$ cat config.mk
export PLATFORM = sky130hd
export DESIGN_NAME = bffa_word_scan
export DESIGN_NICKNAME = d
export VERILOG_FILES = /design/src/rtl/bffa_pkg.sv /design/src/rtl/bffa_word_scan.sv
export SDC_FILE = /design/constraint.sdc
export NUM_CORES = 1
export LEC_CHECK = 0
export ABC_AREA = 1
export BUFFER_PORTS_ARGS = -buffer_cell sky130_fd_sc_hd__buf_4
export CAP_MARGIN = 30
export CORE_MARGIN = 1
export CORE_UTILIZATION = 40
export DETAILED_ROUTE_END_ITERATION = 10
export GPL_TIMING_DRIVEN = 0
export PLACE_DENSITY_LB_ADDON = 0.3
export SETUP_SLACK_MARGIN = 0.2
export SLEW_MARGIN = 40
export SYNTH_ARGS = -nofsm -noshare
export SYNTH_HDL_FRONTEND = slang
export SYNTH_SLANG_ARGS = --single-unit
$ cat constraint.sdc
create_clock -name vclk -period 6.65
set_clock_uncertainty 0.1 [all_clocks]
set_input_delay 0.9975 -clock vclk [all_inputs]
set_output_delay 0.9975 -clock vclk [all_outputs]
set_load 0.03 [all_outputs]
$ cat src/rtl/bffa_pkg.sv
// types, constants and helpers shared by the bitmap first-free allocator
`timescale 1ns / 1ps
`default_nettype none

package bffa_pkg;

  // map geometry
  localparam int MAP_BYTES   = 1024;
  localparam int INDEX_LIMIT = 8192;
  localparam int MAP_BITS    = MAP_BYTES * 8;
  localparam int MAP_CAP     = (MAP_BITS < INDEX_LIMIT) ? MAP_BITS : INDEX_LIMIT;

  // field widths
  localparam int CMD_W     = 2;
  localparam int IDX_W     = 13;
  localparam int CNT_W     = 14;
  localparam int STATUS_W  = 2;
  localparam int CFG_IDX_W = 1;
  localparam int CFG_DAT_W = 14;

  // storage word
  localparam int WORD_W    = 64;
  localparam int OFF_W     = 6;
  localparam int NUM_WORDS = (MAP_CAP + WORD_W - 1) / WORD_W;
  localparam int WADDR_W   = (NUM_WORDS > 1) ? $clog2(NUM_WORDS) : 1;

  localparam logic [WADDR_W-1:0] LAST_WORD = WADDR_W'(NUM_WORDS - 1);
  localparam logic [CNT_W-1:0]   CAP_CNT   = CNT_W'(MAP_CAP);

  // register indexes
  localparam logic [CFG_IDX_W-1:0] CFG_FIRST_ALLOWED = 1'b0;
  localparam logic [CFG_IDX_W-1:0] CFG_BITS_IN_USE   = 1'b1;

  typedef enum logic [CMD_W-1:0] {
    CMD_ALLOC     = 2'd0,
    CMD_MARK_USED = 2'd1,
    CMD_MARK_FREE = 2'd2,
    CMD_TEST      = 2'd3
  } cmd_e;

  typedef enum logic [STATUS_W-1:0] {
    STAT_OK    = 2'd0,
    STAT_FULL  = 2'd1,
    STAT_RANGE = 2'd2
  } status_e;

  typedef enum logic [2:0] {
    S_CLEAR,
    S_IDLE,
    S_SCAN,
    S_MODIFY,
    S_DONE
  } state_e;

  // bounds applied to one word during the scan
  typedef struct packed {
    logic [OFF_W-1:0] lo_off;
    logic [OFF_W-1:0] hi_off;
  } scan_win_t;

  typedef struct packed {
    logic             found;
    logic [OFF_W-1:0] pos;
  } scan_res_t;

  function automatic logic [WADDR_W-1:0] word_of(input logic [IDX_W-1:0] idx);
    return WADDR_W'(idx >> OFF_W);
  endfunction

endpackage

`default_nettype wire

$ cat src/rtl/bffa_word_scan.sv
// lowest clear bit of one map word inside a window
`timescale 1ns / 1ps
`default_nettype none

module bffa_word_scan (
  input  wire logic [bffa_pkg::WORD_W-1:0] word_i,
  input  wire bffa_pkg::scan_win_t         win_i,
  output bffa_pkg::scan_res_t              res_o
);
  import bffa_pkg::*;

  logic [WORD_W-1:0] lo_mask;
  logic [WORD_W-1:0] hi_mask;
  logic [WORD_W-1:0] cand;

  always_comb begin
    lo_mask   = {WORD_W{1'b1}} << win_i.lo_off;
    hi_mask   = {WORD_W{1'b1}} >> (OFF_W'(WORD_W - 1) - win_i.hi_off);
    cand      = ~word_i & lo_mask & hi_mask;
    res_o.found = |cand;
    res_o.pos   = '0;
    // priority encoder, lowest set bit wins
    for (int i = WORD_W - 1; i >= 0; i--) begin
      if (cand[i]) begin
        res_o.pos = OFF_W'(i);
      end
    end
  end

endmodule

`default_nettype wire

==> qor_table.md, run 1 <==
| Parameter | Reported | Unit |
|---|---|---|
| Worst path buffer plus inverter count | 3 | - |
| FFs & Latches | 0 | - |
| Post-Route Hold Slack | 2.297 | ns |
| Unique cell type count in the Yosys netlist | 43 | - |
| Synth top area cells | nand2_1, nor2_1, inv_1, o21ai_0, nor4_1 | - |
| Max Slew Vio Count | 0 | - |
| Worst IR Drop VDD | 0.05590 | mV |
| Sum of routed wire length over all layers | 9.876 | mm |
| Worst Max-Slew Pin Slew | 0.5991 | ns |
| DR WL/cell | 15.60 | um |
| DR pass1 iterations | 5 | - |
| Fraction of post-synthesis cell area in the top cell type by area | 0.2149 | - |
| LEAKAGE | 1.667 | nW |
| Required @ worst endpoint | 5.55 | ns |
| Count of routing violations after the opening detailed-route iteration | 178 | - |
| Family with the most delay on the worst path | simple AND/OR/NAND/NOR gates | - |
| First-pass GRT wire length | 15.47 | mm |
| Final antenna diode count | 0 | - |
| Most frequent cell after synthesis | nand2_1 | - |
| Gate count after technology mapping | 476 | - |
| Die outline width | 77.93 | um |
| Critical path class | input port to output pin | - |
| Fraction of final layout cells with drive strength greater than 1 | 0.2692 | - |
| Global-route usage over all layers | 0.3265 | - |
| Post-route cell area | 3227 | um^2 |
| Number of setup violations in the final report | 0 | - |
| Number of global-route vias before repair | 3161 | - |
| Crit path DAT | 5.10 | ns |
| Power per standard cell area | 80.15 | nW/um^2 |
| Path type of the worst min-delay path | input port to output pin | - |
| Synthesized area | 2306 | um^2 |
| DRT antenna net count | 0 | - |
| Run status | complete, no violations | - |
| Cell occurring most often along the worst timing path | nand2_1 | - |
| Layer with the highest usage | met2 | - |
| Timing-limited maximum frequency | 161.3 | MHz |
| Top-level I/O count | 83 | - |
| Number of fill cells | 624 | - |
| Maximum net fanout on the critical path | 7 | - |
| Kind of end point of the critical path | output pin | - |
| RSZ-0062 raised after global routing | true | - |
| Max-cap violations | 0 | - |
| Met2 track demand over resource in global routing | 0.6000 | - |
| Met1 Use GR | 0.4069 | - |
| Share of synthesized area occupied by flip-flops and latches | 0 | - |
| Final Total Pwr | 258.6 | uW |
| RePlAce Congestion | 0.9479 | - |
| Final Hold Vio Count | 0 | - |
| Largest net degree at the start of global routing | 11 | - |
| Met3 usage | 0.02471 | - |
| Area of combinational cells with multiple inputs | 1973 | um^2 |
| Remaining max-slew budget at the tightest pin | 0.5903 | - |
| Number of remaining DRC errors | 0 | - |
| Net total in the final layout | 639 | - |
| Die footprint | 6072 | um^2 |
| Share of the clock period used by the worst path after layout | 0.9321 | - |
| Area taken by flip-flops and latches | 0 | um^2 |
| Number of antenna violations at the first check in global routing | 0 | - |
| Critical Path Max Stage Delay | 0.18 | ns |
| Vias/cell | 5.367 | - |
| Initial core utilization | 0.4162 | - |
| CORE AREA | 5540 | um^2 |
| Library cell occupying the most area in the post-synthesis netlist | nand2_1 | - |
| GRT Residual Overflow | 0 | - |
| Sum of net half-perimeters after detailed placement | 8.288 | mm |
| Die Ht | 77.93 | um |
| Count of input and output buffers | 80 | - |
| # clk buffers | 0 | - |
| Fin crit period | 6.199 | ns |
| Area added between synthesis and finish | 39.93 | % |
| Post-Syn Nets | 552 | - |
| Commonest cells in the netlist | nand2_1, nor2_1, inv_1 | - |
| Cell with the biggest individual delay on the critical path | a21oi_2 | - |
| Total of warnings raised by yosys | 0 | - |
| Number of standard-cell rows in the floorplan | 27 | - |
| Crit path launch type | input port | - |
| Total cell area at the placement stage | 2997 | um^2 |
| Total number of vias | 3397 | - |
| Mean instance size in the synthesized netlist | 4.844 | um^2 |
[kinds of logic (layout without fill, tap and decap cells)]
| family | after synthesis | after routing | share of synthesized area |
|---|---|---|---|
| compound gates | 78 | 78 | 0.2170 |
| buf+inv | 97 | 182 | 0.2013 |
| simple gates | 301 | 301 | 0.5817 |
[timing repair]
action,CTS,global route
endpoints found under the setup margin,0,1
setup buffers,0,5
resized for setup,0,50
hold buffers,0,0
[where the power goes]
part / internal [mW] / switching (mW)
sequential: 0 / 0
combinational: 0.103 / 0.156
clock: 0 / 0
total: 0.103 / 0.156
[metrics by stage]
step | utilization | setup WS, ns | std cells | setup TNS [ns]
final | 0.5824 | 0.4515 | 633 | 0
after global routing | 0.5824 | -0.01671 | 633 | -0.01671
after CTS | 0.5409 | 0.3586 | 628 | 0
after detailed placement | 0.5409 | 0.3819 | 628 | 0
after global placement | 0.5409 | 0.3976 | 628 | 0
after floorplan | - | 1.129 | 476 | 0
[layout make-up]
class | instances | share of cell area
well taps | 72 | 0.02792
multi-input cells | 379 | 0.6115
repair buffers | 85 | 0.2047
inverters | 82 | 0.09926
plain buffers | 15 | 0.05661
[cell usage in the layout (no fill, tap or decap), types with 3 or more instances in the layout]
| cell type | synthesis | layout |
|---|---|---|
| nor4_1 | 17 | 15 |
| nor2_1 | 97 | 92 |
| a2111o_1 | 3 | 3 |
| nand2_2 | 4 | 8 |
| inv_2 | 6 | 6 |
| inv_1 | 74 | 71 |
| a21oi_1 | 16 | 15 |
| o21ai_0 | 27 | 27 |
| nor2_2 | 4 | 5 |
| clkbuf_8 | 7 | 7 |
| nand2_1 | 132 | 126 |
| nand3_1 | 13 | 11 |
| nor3_1 | 16 | 15 |
| o21a_1 | 9 | 9 |
| nor2_4 | 1 | 5 |
| a31oi_1 | 3 | 3 |
| buf_4 | 1 | 80 |
| o211ai_1 | 10 | 10 |
| nand3_2 | 3 | 4 |
| buf_6 | 3 | 7 |
[path summary, 6_finish.rpt]
kind / to / slack (ns) / cells after the start / startpoint
worst max-delay path: res_o[0] / 0.45 / 65 / win_i[9]
worst min-delay path: res_o[0] / 2.30 / 4 / word_i[0]
[routing by layer]
metal	vias to the layer above	routed length, um
li1	1702	-
met5	-	0
met1	1527	4126
met4	0	302
met3	20	717
met2	148	4729
Note: power is estimated with default switching activity, not from simulation.
==> run 2: changes to the inputs <==
--- a/config.mk
+++ b/config.mk
@@ -8,7 +8,7 @@
 export ABC_AREA = 1
 export BUFFER_PORTS_ARGS = -buffer_cell sky130_fd_sc_hd__buf_4
 export CAP_MARGIN = 30
-export CORE_MARGIN = 1
+export CORE_ASPECT_RATIO = 0.9
 export CORE_UTILIZATION = 40
 export DETAILED_ROUTE_END_ITERATION = 10
 export GPL_TIMING_DRIVEN = 0
==> run 2 against run 1 <==
Compared with the run above:
- non-clock buffer count is 3 lower
- cell area decreased by 3.5%
- total power fell by 2.0%
- clock-buffer cell count unchanged
- first-iteration DRC count grew 66%
- critical path depth up 1
- die area about the same
==> qor_table.md, run 2 (synthesis results as in run 1) <==
| Parameter | Reported | Unit |
|---|---|---|
| Run status | complete, no violations | - |
| Number of global-route vias before repair | 3077 | - |
| Crit path launch type | input port | - |
| RSZ-0062 raised after global routing | true | - |
| Worst IR Drop VDD | 0.06299 | mV |
| Initial core utilization | 0.4261 | - |
| Die footprint | 6073 | um^2 |
| CORE AREA | 5411 | um^2 |
| Remaining max-slew budget at the tightest pin | 0.6118 | - |
| Fin crit period | 6.197 | ns |
| Count of routing violations after the opening detailed-route iteration | 296 | - |
| Path type of the worst min-delay path | input port to output pin | - |
| Sum of net half-perimeters after detailed placement | 8.269 | mm |
| Power per standard cell area | 81.44 | nW/um^2 |
| DR pass1 iterations | 4 | - |
| Final antenna diode count | 0 | - |
| Beginning of the worst hold path | word_i[0] | - |
| Global-route usage over all layers | 0.3338 | - |
| Number of antenna violations at the first check in global routing | 0 | - |
| Worst Max-Slew Pin Slew | 0.5677 | ns |
| Post-route cell area | 3113 | um^2 |
| Sum of routed wire length over all layers | 9.830 | mm |
| Number of setup violations in the final report | 0 | - |
| Die outline width | 82.04 | um |
| Count of input and output buffers | 80 | - |
| Critical Path Max Stage Delay | 0.17 | ns |
| Vias/cell | 5.406 | - |
| Cell occurring most often along the worst timing path | nand2_1 | - |
| Clock share of power | 0 | - |
| Final Total Pwr | 253.5 | uW |
| Number of remaining DRC errors | 0 | - |
| FFs & Latches | 0 | - |
| Cell with the biggest individual delay on the critical path | buf_4 | - |
| Largest net degree at the start of global routing | 11 | - |
| DR WL/cell | 15.73 | um |
| Sequential share of power | 0 | - |
| First-pass GRT wire length | 15.32 | mm |
| Area taken by flip-flops and latches | 0 | um^2 |
| Fraction of final layout cells with drive strength greater than 1 | 0.2563 | - |
| DRT antenna net count | 0 | - |
| Max-cap violations | 0 | - |
| LEAKAGE | 1.638 | nW |
| Family with the most delay on the worst path | simple AND/OR/NAND/NOR gates | - |
| RePlAce Congestion | 1.014 | - |
| Net total in the final layout | 636 | - |
| Net Sw Frac | 0.6108 | - |
| Share of the clock period used by the worst path after layout | 0.9319 | - |
| Total cell area at the placement stage | 2990 | um^2 |
| Timing-limited maximum frequency | 161.4 | MHz |
| Portion of total power attributed to combinational logic | 1.000 | - |
| Critical path class | input port to output pin | - |
| Number of standard cells in the layout, taps in and fillers out | 625 | - |
| Total number of vias | 3379 | - |
| Kind of end point of the critical path | output pin | - |
| Final Hold Vio Count | 0 | - |
| GRT Residual Overflow | 0 | - |
| Commonest non-fill, non-tap cells in the layout | nand2_1, nor2_1, buf_4 | - |
| Maximum net fanout on the critical path | 7 | - |
| Net switching power | 154.8 | uW |
| # placed instances | 623 | - |
| Required @ worst endpoint | 5.55 | ns |
| Timing startpoint of the critical path | win_i[1] | - |
| Max Slew Vio Count | 0 | - |
| Cell-internal power | 98.67 | uW |
| Die Ht | 74.03 | um |
| Worst path buffer plus inverter count | 3 | - |
| Crit path DAT | 5.10 | ns |
| Top-level I/O count | 83 | - |
| Number of standard-cell rows in the floorplan | 25 | - |
| # clk buffers | 0 | - |
| Most common cell after layout, fill and taps aside | nand2_1 | - |
| Area added between synthesis and finish | 35.00 | % |
## run 2: cell count changes in the layout (fill, tap and decap cells not counted), moves of 2 or more
cell,previous run,this run
nand2_1,126,128
nor4_2,2,0
nor2_1,92,90
nor4_1,15,17
nand2_8,2,0
nor2_2,5,7
nand3_1,11,13
buf_12,2,0
## run 2: final timing paths
kind / to / slack, ns / depth (start not counted)
worst max-delay path: res_o[0] / 0.45 / 66
worst min-delay path: res_o[0] / 2.28 / 4
## run 2: area by class of cell
type               count  area, um^2
repair buffers        82       626.9
plain buffers         15       172.7
inverters             82       319.1
multi-input cells    379        1911
fillers              597        2298
well taps             67       83.83
## run 2: timing repair
item / 4_1_cts / 5_1_grt
hold buffers: 0 / 0
gates resized for setup: 0 / 36
setup buffers: 0 / 2
setup endpoints to repair: 0 / 1
## run 2: per-layer routing
| layer | track usage | part of all wire | wire length (um) |
|---|---|---|---|
| met5 | 0 | 0 | 0 |
| met4 | 0.08382 | 0.023 | 223 |
| met3 | 0.01963 | 0.090 | 881 |
| met2 | 0.5455 | 0.44 | 4277 |
| met1 | 0.4743 | 0.45 | 4449 |
## run 2: through the flow
| stage | setup TNS, ns | util | setup slack [ns] | hold slack (ns) |
|---|---|---|---|---|
| 4_1_cts | 0 | 0.5526 | 0.4359 | 2.291 |
| 6_report | 0 | 0.5753 | 0.4530 | 2.284 |
| 5_1_grt | -0.1046 | 0.5753 | -0.1046 | 2.303 |
| 3_5_place_dp | 0 | 0.5526 | 0.4536 | 2.290 |
| 3_3_place_gp | 0 | 0.5526 | 0.3748 | 2.287 |
| 2_1_floorplan | 0 | - | 1.129 | 2.202 |
## run 2: power by group through the flow
stage	clock, mW	sequential, mW	combinational (mW)
finish	0	0	0.254
global route	0	0	0.278
CTS	0	0	0.240
detailed placement	0	0	0.239
global placement	0	0	0.239
floorplan	0	0	0.148
